--- src/design/assert_macros.svh ---
// Assertion helpers shared by the key table and scaler design files.
`ifndef ASSERT_MACROS_SVH
`define ASSERT_MACROS_SVH

// Checks that the property holds at every rising clock edge outside reset.
`define ASSERT_PROP(label, clk, rst, prop, msg) \
   label: assert property (@(posedge clk) disable iff (rst) (prop)) else $error(msg);

// Checks that the condition is never true at a rising clock edge outside reset.
`define ASSERT_NEVER(label, clk, rst, cond, msg) \
   label: assert property (@(posedge clk) disable iff (rst) !(cond)) else $error(msg);

`endif

--- src/design/mkds_pkg.sv ---
package mkds_pkg;

   localparam int NUM_KEYS = 8;
   localparam int KEY_W = 3;
   localparam int RUN_W = 8;
   localparam int TICK_W = 17;
   localparam int PERIOD_W = 10;
   localparam int DUR_W = 27;
   localparam int CSR_DATA_W = 10;

   localparam logic [TICK_W-1:0] PRESS_LIMIT = 17'd100000;

   localparam logic [RUN_W-1:0] DEBOUNCE_RESET = 8'd2;
   localparam logic [PERIOD_W-1:0] PERIOD_RESET = 10'd50;

   localparam logic CSR_DEBOUNCE_COUNT = 1'b0;
   localparam logic CSR_SCAN_PERIOD = 1'b1;

   localparam logic [1:0] EV_NONE = 2'd0;
   localparam logic [1:0] EV_PRESSED = 2'd1;
   localparam logic [1:0] EV_HELD = 2'd2;
   localparam logic [1:0] EV_RELEASED = 2'd3;

   typedef struct packed {
      logic [KEY_W-1:0] key_index;
      logic key_level;
   } req_type;

   typedef struct packed {
      logic [KEY_W-1:0] event_key;
      logic [1:0] event_kind;
      logic [DUR_W-1:0] duration_ms;
      logic was_pressed;
   } rsp_type;

   typedef struct packed {
      logic [KEY_W-1:0] event_key;
      logic [1:0] event_kind;
      logic [TICK_W-1:0] ticks;
      logic was_pressed;
   } mid_type;

endpackage

--- src/design/mkds_key_table.sv ---
`include "assert_macros.svh"

module mkds_key_table import mkds_pkg::*; (
   input logic clock,
   input logic reset,
   input logic in_valid,
   input req_type in_item,
   output logic in_ready,
   input logic [RUN_W-1:0] debounce_count,
   output logic mid_valid,
   output mid_type mid_item,
   input logic mid_ready
);

   logic phase_ff [NUM_KEYS];
   logic [RUN_W-1:0] run_ff [NUM_KEYS];
   logic [TICK_W-1:0] ticks_ff [NUM_KEYS];

   logic mid_valid_ff;
   logic mid_valid_in;
   mid_type mid_ff;
   mid_type mid_in;

   logic cur_phase;
   logic [RUN_W-1:0] cur_run;
   logic [TICK_W-1:0] cur_ticks;
   logic [RUN_W-1:0] run_inc;
   logic run_hit;
   logic [TICK_W:0] ticks_sum;
   logic [TICK_W-1:0] ticks_sat;
   logic nxt_phase;
   logic [RUN_W-1:0] nxt_run;
   logic [TICK_W-1:0] nxt_ticks;
   logic load;

   assign in_ready = !mid_valid_ff || mid_ready;
   assign load = in_valid && in_ready;

   assign cur_phase = phase_ff[in_item.key_index];
   assign cur_run = run_ff[in_item.key_index];
   assign cur_ticks = ticks_ff[in_item.key_index];
   assign run_inc = cur_run + 1'b1;
   assign run_hit = run_inc >= debounce_count;
   assign ticks_sum = {1'b0, cur_ticks} + 1'b1;
   assign ticks_sat = (ticks_sum >= {1'b0, PRESS_LIMIT}) ? PRESS_LIMIT : ticks_sum[TICK_W-1:0];

   always_comb begin
      nxt_phase = cur_phase;
      nxt_run = cur_run;
      nxt_ticks = cur_ticks;
      mid_in.event_key = in_item.key_index;
      mid_in.event_kind = EV_NONE;
      mid_in.ticks = '0;
      mid_in.was_pressed = cur_phase;
      if (!cur_phase) begin
         if (in_item.key_level) begin
            if (run_hit) begin
               nxt_run = '0;
               nxt_phase = 1'b1;
               mid_in.event_kind = EV_PRESSED;
            end else begin
               nxt_run = run_inc;
            end
         end else begin
            nxt_run = '0;
         end
      end else begin
         nxt_ticks = ticks_sat;
         mid_in.ticks = ticks_sat;
         mid_in.event_kind = EV_HELD;
         if (!in_item.key_level) begin
            if (run_hit) begin
               nxt_run = '0;
               nxt_ticks = '0;
               nxt_phase = 1'b0;
               mid_in.event_kind = EV_RELEASED;
            end else begin
               nxt_run = run_inc;
            end
         end else begin
            nxt_run = '0;
         end
      end
   end

   always_comb begin
      mid_valid_in = mid_valid_ff;
      if (load) begin
         mid_valid_in = 1'b1;
      end else if (mid_ready) begin
         mid_valid_in = 1'b0;
      end
   end

   always_ff @(posedge clock) begin
      if (reset) begin
         for (int k = 0; k < NUM_KEYS; k++) begin
            phase_ff[k] <= 1'b0;
            run_ff[k] <= '0;
            ticks_ff[k] <= '0;
         end
      end else if (load) begin
         phase_ff[in_item.key_index] <= nxt_phase;
         run_ff[in_item.key_index] <= nxt_run;
         ticks_ff[in_item.key_index] <= nxt_ticks;
      end
   end

   always_ff @(posedge clock) begin
      if (reset) begin
         mid_valid_ff <= 1'b0;
      end else begin
         mid_valid_ff <= mid_valid_in;
      end
   end

   always_ff @(posedge clock) begin
      if (load) begin
         mid_ff <= mid_in;
      end
   end

   assign mid_valid = mid_valid_ff;
   assign mid_item = mid_ff;

   `ASSERT_PROP(released_key_has_no_ticks, clock, reset, in_valid && !phase_ff[in_item.key_index] |-> ticks_ff[in_item.key_index] == '0, "Released key holds a nonzero press count.")
   `ASSERT_NEVER(ticks_above_limit, clock, reset, in_valid && (ticks_ff[in_item.key_index] > PRESS_LIMIT), "Press count exceeds its saturation limit.")
   `ASSERT_PROP(press_sets_phase, clock, reset, load && mid_in.event_kind == EV_PRESSED |=> phase_ff[mid_ff.event_key], "Press transaction did not move the key to the pressed phase.")

endmodule

--- src/design/mkds_scaler.sv ---
`include "assert_macros.svh"

module mkds_scaler import mkds_pkg::*; (
   input logic clock,
   input logic reset,
   input logic mid_valid,
   input mid_type mid_item,
   output logic mid_ready,
   input logic [PERIOD_W-1:0] scan_period_ms,
   output logic rsp_valid,
   output rsp_type rsp_item,
   input logic rsp_ready
);

   logic rsp_valid_ff;
   logic rsp_valid_in;
   rsp_type rsp_ff;
   rsp_type rsp_in;
   logic [DUR_W-1:0] product;
   logic load;

   assign mid_ready = !rsp_valid_ff || rsp_ready;
   assign load = mid_valid && mid_ready;

   assign product = DUR_W'(mid_item.ticks) * DUR_W'(scan_period_ms);

   always_comb begin
      rsp_in.event_key = mid_item.event_key;
      rsp_in.event_kind = mid_item.event_kind;
      rsp_in.duration_ms = product;
      rsp_in.was_pressed = mid_item.was_pressed;
   end

   always_comb begin
      rsp_valid_in = rsp_valid_ff;
      if (load) begin
         rsp_valid_in = 1'b1;
      end else if (rsp_ready) begin
         rsp_valid_in = 1'b0;
      end
   end

   always_ff @(posedge clock) begin
      if (reset) begin
         rsp_valid_ff <= 1'b0;
      end else begin
         rsp_valid_ff <= rsp_valid_in;
      end
   end

   always_ff @(posedge clock) begin
      if (load) begin
         rsp_ff <= rsp_in;
      end
   end

   assign rsp_valid = rsp_valid_ff;
   assign rsp_item = rsp_ff;

   `ASSERT_PROP(no_duration_without_press, clock, reset, rsp_valid_ff && (rsp_ff.event_kind == EV_NONE || rsp_ff.event_kind == EV_PRESSED) |-> rsp_ff.duration_ms == '0, "Duration reported for a transaction without a held key.")

endmodule

--- src/design/multi_key_debounce_scanner.sv ---
// A request passes through the input, key table and scaler registers before its
// result is valid. Throughput: one request per cycle while rsp_ready holds;
// every stage of input register, key table update and duration multiply is
// registered with its own valid bit. Reset clears the key table, all valid bits
// and restores both configuration registers to their defaults.
module multi_key_debounce_scanner import mkds_pkg::*; (
   input logic clock,
   input logic reset,
   input logic req_valid,
   output logic req_ready,
   input req_type req_payload,
   output logic rsp_valid,
   input logic rsp_ready,
   output rsp_type rsp_payload,
   input logic csr_write_enable,
   input logic csr_index,
   input logic [CSR_DATA_W-1:0] csr_write_data
);

   logic req_valid_ff;
   logic req_valid_in;
   req_type req_ff;
   logic [RUN_W-1:0] debounce_count_ff;
   logic [PERIOD_W-1:0] scan_period_ff;
   logic table_ready;
   logic mid_valid;
   logic mid_ready;
   mid_type mid_item;

   assign req_ready = !req_valid_ff || table_ready;

   always_comb begin
      req_valid_in = req_valid_ff;
      if (req_valid && req_ready) begin
         req_valid_in = 1'b1;
      end else if (table_ready) begin
         req_valid_in = 1'b0;
      end
   end

   always_ff @(posedge clock) begin
      if (reset) begin
         req_valid_ff <= 1'b0;
      end else begin
         req_valid_ff <= req_valid_in;
      end
   end

   always_ff @(posedge clock) begin
      if (req_valid && req_ready) begin
         req_ff <= req_payload;
      end
   end

   always_ff @(posedge clock) begin
      if (reset) begin
         debounce_count_ff <= DEBOUNCE_RESET;
         scan_period_ff <= PERIOD_RESET;
      end else if (csr_write_enable) begin
         case (csr_index)
            CSR_DEBOUNCE_COUNT: begin
               debounce_count_ff <= csr_write_data[RUN_W-1:0];
            end
            CSR_SCAN_PERIOD: begin
               scan_period_ff <= csr_write_data[PERIOD_W-1:0];
            end
            default: begin
               scan_period_ff <= scan_period_ff;
            end
         endcase
      end
   end

   mkds_key_table u_key_table (
      .clock(clock),
      .reset(reset),
      .in_valid(req_valid_ff),
      .in_item(req_ff),
      .in_ready(table_ready),
      .debounce_count(debounce_count_ff),
      .mid_valid(mid_valid),
      .mid_item(mid_item),
      .mid_ready(mid_ready)
   );

   mkds_scaler u_scaler (
      .clock(clock),
      .reset(reset),
      .mid_valid(mid_valid),
      .mid_item(mid_item),
      .mid_ready(mid_ready),
      .scan_period_ms(scan_period_ff),
      .rsp_valid(rsp_valid),
      .rsp_item(rsp_payload),
      .rsp_ready(rsp_ready)
   );

endmodule

--- config.mk ---
export PLATFORM = sky130hd
export DESIGN_NAME = multi_key_debounce_scanner
export DESIGN_NICKNAME = d
export VERILOG_FILES = /design/src/design/mkds_pkg.sv /design/src/design/mkds_key_table.sv /design/src/design/mkds_scaler.sv /design/src/design/multi_key_debounce_scanner.sv
export VERILOG_INCLUDE_DIRS = /design/src /design/src/design
export SDC_FILE = /design/constraint.sdc
export NUM_CORES = 1
export LEC_CHECK = 0
export BUFFER_PORTS_ARGS = -buffer_cell sky130_fd_sc_hd__buf_2
export CAP_MARGIN = 20
export CORE_MARGIN = 5
export CORE_UTILIZATION = 59
export DETAILED_ROUTE_END_ITERATION = 6
export PLACE_DENSITY = 0.77
export SYNTH_ARGS = -nofsm -noshare
export SYNTH_HDL_FRONTEND = slang
export SYNTH_SLANG_ARGS = --single-unit
--- constraint.sdc ---
create_clock -name clock -period 6.75 [get_ports clock]
set_clock_uncertainty 0.05 [all_clocks]
set_input_delay 1.0125 -clock clock [delete_from_list [all_inputs] [get_ports clock]]
set_output_delay 1.0125 -clock clock [all_outputs]
set_load 0.01 [all_outputs]
Yosys cells after proc, flatten, opt, wreduce, memory -nomap -nowiden
Memory sizes are Yosys's and may differ from the RTL's. A register that Yosys moved wholly into a read port is not among the register bits.
Index checks and enable logic that the tools add are counted.
Widths: inputs -> output; s select.
{"block": "op_classes", "muxes": 41, "mul": 1, "eq_ne": 0, "n_reduce_logical": 17, "n_div": 0, "addsub": 2, "n_lt_le_gt_ge": 2, "n_shift": 0, "bitwise": 1}
{"cell": "$mux 17", "n": 5}
{"cell": "$mux 8", "n": 5}
{"cell": "$mul 17x10->27", "n": 1}
{"cell": "$mux 1", "n": 22}
{"cell": "$add 17x1->18 const B", "n": 1}
{"cell": "$ge 18x17->1 const B", "n": 1}
{"cell": "$mux 3", "n": 6}
{"cell": "$reduce_or 17->1", "n": 1}
{"cell": "$add 8x1->8 const B", "n": 1}
{"cell": "$ge 8x8->1", "n": 1}
{"cell": "$reduce_or 8->1", "n": 1}
{"cell": "$mux 2", "n": 3}
{"cell": "$reduce_bool 2->1", "n": 3}
{"cell": "$reduce_and 2->1", "n": 2}
{"cell": "$logic_and 1x1->1", "n": 3}
{"cell": "$logic_not 1->1", "n": 3}
{"cell": "$logic_or 1x1->1", "n": 3}
{"cell": "$not 1->1", "n": 1}
{"cell": "$reduce_or 1->1", "n": 1}
{"block": "word_totals", "inputBits": 20, "reg_bits": 81, "ramBits": 208, "mem_bits_ro": 0, "latchBits": 0, "mem_count": 3, "wordCells": 82}
{"name": "u_key_table.ticks_ff", "words": 8, "width": 17, "rd": 1, "rd_clocked_by_memory_dff": 1, "write_ports": 8, "line_no": "mkds_key_table.sv:17", "text": "logic [TICK_W-1:0] ticks_ff [NUM_KEYS];"}
{"name": "u_key_table.run_ff", "words": 8, "width": 8, "rd": 1, "rd_clocked_by_memory_dff": 1, "write_ports": 8, "line_no": "mkds_key_table.sv:16", "text": "logic [RUN_W-1:0] run_ff [NUM_KEYS];"}
{"name": "u_key_table.phase_ff", "words": 8, "width": 1, "rd": 1, "rd_clocked_by_memory_dff": 1, "write_ports": 8, "line_no": "mkds_key_table.sv:15", "text": "logic phase_ff [NUM_KEYS];"}

Depth between registers and ports, before layout
{"block": "depth", "depth_word": 9, "mapped_depth": 23, "ltp_nobuf": 21}

By module
From an unflattened synthesis, not the netlist that was laid out.
{"block": "hier_totals", "cells_unflattened": 1686, "area_unflattened_um2": 18949.4}
{"module": "mkds_key_table", "area_per_inst_um2": 11498.5, "cells_each": 919, "n_inst": 1}
{"module": "mkds_scaler", "area_per_inst_um2": 6513.7, "cells_each": 684, "n_inst": 1}
{"module": "multi_key_debounce_scanner", "area_per_inst_um2": 937.1, "cells_each": 83, "n_inst": 1}

Worst setup path after synthesis
Ideal clock, no wire load.
{"block": "synth_path", "path_kind": "flip-flop to flip-flop", "from": "register scan_period_ff[3]", "to": "register u_scaler.rsp_ff (netlist bit u_scaler.rsp_item[27]) (data pin)", "path_stages_with_launch": 24, "arrival_ps": 5599, "required_ps": 6542, "setup_slack_ps": 943, "n_path_buf": 2, "cell_sequence": "dfxtp_1 -> clkbuf_1 -> clkbuf_1 -> nand2_1 -> fa_1 -> inv_1 -> fa_1 -> inv_1 -> fa_1 -> inv_1 -> fa_1 -> inv_1 -> fa_1 -> inv_1 -> ha_1 -> or2_2 -> a21o_1 -> a21o_1 -> o311a_1 -> o221ai_1 -> a211o_1 -> nand3_1 -> a211o_1 -> o211ai_1"}
{"block": "synth_via", "elab_chain_cells": 1}
{"element": "from (decl)", "line_no": "multi_key_debounce_scanner.sv:24", "text": "logic [PERIOD_W-1:0] scan_period_ff;"}
{"element": "from (signal assigned)", "line_no": "multi_key_debounce_scanner.sv:65", "text": "scan_period_ff <= csr_write_data[PERIOD_W-1:0];"}
{"element": "from (signal assigned)", "line_no": "multi_key_debounce_scanner.sv:68", "text": "scan_period_ff <= scan_period_ff;"}
{"element": "$mul 17x10->27", "line_no": "mkds_scaler.sv:25", "text": "assign product = DUR_W'(mid_item.ticks) * DUR_W'(scan_period_ms);"}
{"element": "named net u_scaler.product[26]", "line_no": "mkds_scaler.sv:19", "text": "logic [DUR_W-1:0] product;"}
{"element": "to (signal assigned)", "line_no": "mkds_scaler.sv:53", "text": "rsp_ff <= rsp_in;"}
{"element": "to (decl)", "line_no": "mkds_scaler.sv:17", "text": "rsp_type rsp_ff;"}
The timed path passes the listed nets, and every way through them passes these cells.
A chain may end at the register's enable or synchronous reset.

Worst setup path in the final report
{"block": "layout_path", "from": "register u_key_table.mid_ff (netlist bit u_key_table.mid_item[6])", "to": "register u_scaler.rsp_ff (netlist bit u_scaler.rsp_item[25]) (data pin)"}
{"block": "layout_via", "elab_chain_cells": 1}
{"element": "from (decl)", "line_no": "mkds_key_table.sv:21", "text": "mid_type mid_ff;"}
{"element": "from (signal assigned)", "line_no": "mkds_key_table.sv:119", "text": "mid_ff <= mid_in;"}
{"element": "$mul 17x10->27", "line_no": "mkds_scaler.sv:25"}
{"element": "named net u_scaler.product[24]", "line_no": "mkds_scaler.sv:19"}
The timed path passes the listed nets, and every way through them passes these cells.

==> impl_metrics.env <==
export IMPL_netlist_instances=1664
export IMPL_clkPwrFrac_pct=31.4
export IMPL_die_area_sq_um=35800
export IMPL_first_pass_grt_wire_length_um=74200
export IMPL_cts_root_buffer="clkbuf_16"
export IMPL_clock_sink_count=290
export IMPL_setup_ws_ns=0.727
export IMPL_r2r_end="u_scaler.rsp_item[25]$_DFFE_PP_"
export IMPL_timing_critical_path_arrival_ns=6.33
export IMPL_dpl_hpwl_um=31600
export IMPL_worst_ir_drop_vdd_uv=182
export IMPL_synth_enable_flop_cells=266
export IMPL_globalRouteTotalUtil_pct=26.2
export IMPL_cts_resized=0
export IMPL_drt_iter0_drc=1211
export IMPL_timing_critical_path_to_type="flop"
export IMPL_timing_hold_worst_class="reg2reg"
export IMPL_rows=65
export IMPL_initial_utilization_pct=59.9
export IMPL_reported_net_switching_power_mw=1.92
export IMPL_post_cts_setup_buffers=0
export IMPL_setup_reg_to_reg_worst_slack_ns=0.73
export IMPL_core_sq_um=31600
export IMPL_synthFlopType="edfxtp_1"
export IMPL_total_leakage_power_nw=8.36
export IMPL_setup_worst_path_class="reg2reg"
export IMPL_hp_start="u_key_table.mid_item[19]$_DFFE_PP_"
export IMPL_synthDominantCellAreaShare_pct=42.1
export IMPL_hold_path_endpoint="u_scaler.rsp_item[0]$_DFFE_PP_"
export IMPL_holdPathStages=0
export IMPL_drt_drc_violations_left=0
export IMPL_placement_io_buffers=54
export IMPL_p_int_mw=3.94
export IMPL_grt_antenna_before_repair=0
export IMPL_synth_top_cells_by_area="edfxtp_1 42%, fa_1 12%, mux4_2 5.9%"
export IMPL_layout_drive_gt1_share_pct=13.7
export IMPL_dieWidth_um=189
export IMPL_finalWeightedCongestion=0.961
export IMPL_insertedDiodeCount=0
export IMPL_routed_wirelength_um=46400
export IMPL_grt_max_degree=33
export IMPL_wire_per_inst_um=21.8
export IMPL_r2r_cells=21
export IMPL_hold_slack_ns=0.366
export IMPL_power_per_cell_area_nw_per_um2=283
export IMPL_relSlewSlack_pct=35.4
export IMPL_setup_tns_ns=0
export IMPL_area_growth_synth_to_final_pct=9.24
export IMPL_worst_slew_pin_transition_ns=0.967
export IMPL_grt_overflow_total=0
export IMPL_nets=1909
export IMPL_syn_area_sq_um=19000
export IMPL_status="completed"
export IMPL_total_power_mw=5.86
export IMPL_tritoncts_num_buffers=34
export IMPL_post_cts_hold_buffer_count=0
export IMPL_fp_dieH_um=189
export IMPL_timing_fmax_ghz=0.166
export IMPL_timing_rr_start="u_key_table.mid_item[6]$_SDFFCE_PN0P_"
export IMPL_first_global_vias=13600
export IMPL_ys_types=78
export IMPL_dp_slack_ns=0.745
export IMPL_async_reset_ff_share_pct=0
export IMPL_pwr_share_comb_pct=31.2
export IMPL_avgSynthCellArea_sq_um=11.4
export IMPL_clock_latency_ns=0.53
export IMPL_max_fo_critical_path=10
export IMPL_synth_largest_area_cell="edfxtp_1"
export IMPL_timing_final_crit_period_ns=6.02
export IMPL_utilization_pct=65.5
export IMPL_ys_warn_count=0
export IMPL_clock_tree_from_tritoncts="built"
export IMPL_drt_first_pass_iters=6
export IMPL_sequentialPowerShare_pct=37.5
export IMPL_clock_tree_htree_level_count=2
export IMPL_critPathLaunchType="flop"
export IMPL_drv_cap=0
export IMPL_postSynthRegisterBits=290
export IMPL_finalHoldViolations=0
export IMPL_io_pins=55
export IMPL_clkTransAtPathRegs_ns=0.06
export IMPL_timing_final_max_slew_violations=0
export IMPL_final_period_utilization_pct=89.2
export IMPL_finalSetupViolCount=0
export IMPL_ant_nets=0
export IMPL_seq_area_frac_synth_pct=44.7
export IMPL_vias_per_cell=6.23
export IMPL_cts_buffer_depth=3
export IMPL_route_vias_total=13200
export IMPL_rsz0062_at_grt="false"
export IMPL_worst_endpoint_required_ns=7.06
export IMPL_switching_share_pct=32.7
export IMPL_synth_nets=1875
layout make-up:
| class | instances | area [sq um] |
|---|---|---|
| sequential | 290 | 8470 |
| timing repair buffer | 85 | 503 |
| inverter | 144 | 541 |
| clock inverter | 19 | 205 |
| fill | 2349 | 10900 |
| clock buffer | 42 | 923 |
| tap | 402 | 503 |
| multi-input combinational | 1143 | 9570 |
power groups by stage:
stage	Combinational [mW]	Clock, mW	Sequential (mW)
after detailed placement	1.81	0	2.23
after global routing	2.06	1.95	2.20
after CTS	1.82	1.86	2.20
final	1.83	1.84	2.20
after floorplan	1.42	0	2.19
after global placement	1.76	0	2.23
registers in the layout, summed over array words and instances (netlist names), named ones only:
name	cells
u_scaler.rsp_item	32
u_key_table.mid_valid	1
scan_period_ff	10
req_valid_ff	1
debounce_count_ff	8
u_scaler.rsp_valid	1
u_key_table.ticks_ff	136
u_key_table.run_ff	64
u_key_table.mid_item	22
u_key_table.phase_ff	8
req_ff	4
layout by cell type (no fill, tap or decap), types with 13 or more instances in the layout:
cell type / Yosys / final
buf_4: 7 / 31
and2_1: 100 / 100
inv_1: 142 / 142
o22ai_1: 19 / 19
nand2_1: 192 / 192
mux2i_1: 17 / 16
a21oi_1: 99 / 99
nor3_1: 43 / 43
nor2b_1: 14 / 13
a21o_1: 16 / 16
xnor2_1: 27 / 27
mux4_2: 50 / 50
nand3_1: 22 / 22
clkbuf_16: 0 / 36
mux2_2: 15 / 15
nand2b_1: 17 / 17
edfxtp_1: 266 / 266
nor2_1: 158 / 158
dfxtp_1: 24 / 21
ha_1: 73 / 73
fa_1: 118 / 118
buf_2: 11 / 54
synth_stat cells, drive strengths merged (6+ instances only):
| library cell | n |
|---|---|
| and3 | 13 |
| a211oi | 13 |
| a21oi | 101 |
| and2 | 100 |
| clkbuf | 62 |
| mux2 | 15 |
| inv | 142 |
| nand2b | 17 |
| nor2b | 14 |
| nand2 | 193 |
| dfxtp | 24 |
| o211ai | 10 |
| nor2 | 159 |
| edfxtp | 266 |
| nand3b | 6 |
| o2111ai | 6 |
| o21ai | 18 |
| mux2i | 17 |
| buf | 25 |
| o22ai | 19 |
| ha | 73 |
| a21o | 16 |
| or2 | 6 |
| nand3 | 22 |
| nor3 | 44 |
| mux4 | 51 |
| nand4 | 10 |
| xnor2 | 27 |
| fa | 118 |
| a211o | 6 |
| xor2 | 11 |
per-layer routing:
| layer | vias up | part of all wire [%] | GRT usage, % | wire, um |
|---|---|---|---|---|
| met4 | 0 | 3.6 | 8.76 | 1670 |
| met3 | 127 | 9.2 | 4.89 | 4290 |
| met1 | 6512 | 39 | 35.5 | 18200 |
| li1 | 5899 | - | - | - |
| met5 | - | 0 | 0 | 0 |
| met2 | 691 | 48 | 43.4 | 22200 |
cell families (layout without fill, tap and decap cells):
| group | Yosys count | after routing | share of synthesized area, % |
|---|---|---|---|
| buf+inv | 231 | 290 | 4.94 |
| simple gates | 595 | 595 | 14.8 |
| flops | 290 | 290 | 44.7 |
| mux | 83 | 83 | 7.86 |
| fa+ha+maj | 191 | 191 | 17.3 |
| xor+xnor | 38 | 38 | 1.75 |
| compound gates | 236 | 236 | 8.75 |
worst max-delay path, stage by stage (launching register included):
cell	delay, ns
edfxtp_1	0.56
nand2_1	0.13
fa_1	0.57
inv_1	0.06
fa_1	0.51
inv_1	0.05
fa_1	0.47
inv_1	0.05
fa_1	0.53
inv_1	0.05
fa_1	0.53
inv_1	0.04
ha_1	0.32
or2_2	0.30
a21o_1	0.20
a21o_1	0.18
o311a_1	0.16
o221ai_1	0.37
a211o_1	0.23
nand3_1	0.13
a211o_1	0.29
o211ai_1	0.09
worst max path at each step:
stage | startpoint | endpoint | slack, ns | cells past startpoint
2_1_floorplan | scan_period_ff[3]$_SDFFE_PP0P_ | u_scaler.rsp_item[27]$_DFFE_PP_ | 0.94 | 23
3_3_place_gp | u_key_table.mid_item[6]$_SDFFCE_PN0P_ | u_scaler.rsp_item[27]$_DFFE_PP_ | 0.85 | 21
3_5_place_dp | u_key_table.mid_item[6]$_SDFFCE_PN0P_ | u_scaler.rsp_item[27]$_DFFE_PP_ | 0.75 | 21
4_1_cts | u_key_table.mid_item[6]$_SDFFCE_PN0P_ | u_scaler.rsp_item[27]$_DFFE_PP_ | 0.76 | 21
5_1_grt | u_key_table.mid_item[6]$_SDFFCE_PN0P_ | u_scaler.rsp_item[25]$_DFFE_PP_ | 0.45 | 21
6_report | u_key_table.mid_item[6]$_SDFFCE_PN0P_ | u_scaler.rsp_item[25]$_DFFE_PP_ | 0.73 | 21
per-stage QoR:
step,cells,instance area (sq um)
2_1_floorplan,1664,19000
3_3_place_gp,2064,19600
3_5_place_dp,2064,19600
4_1_cts,2125,20700
5_1_grt,2125,20700
6_report,2125,20700
No activity file was read; power rests on OpenSTA's default activity.
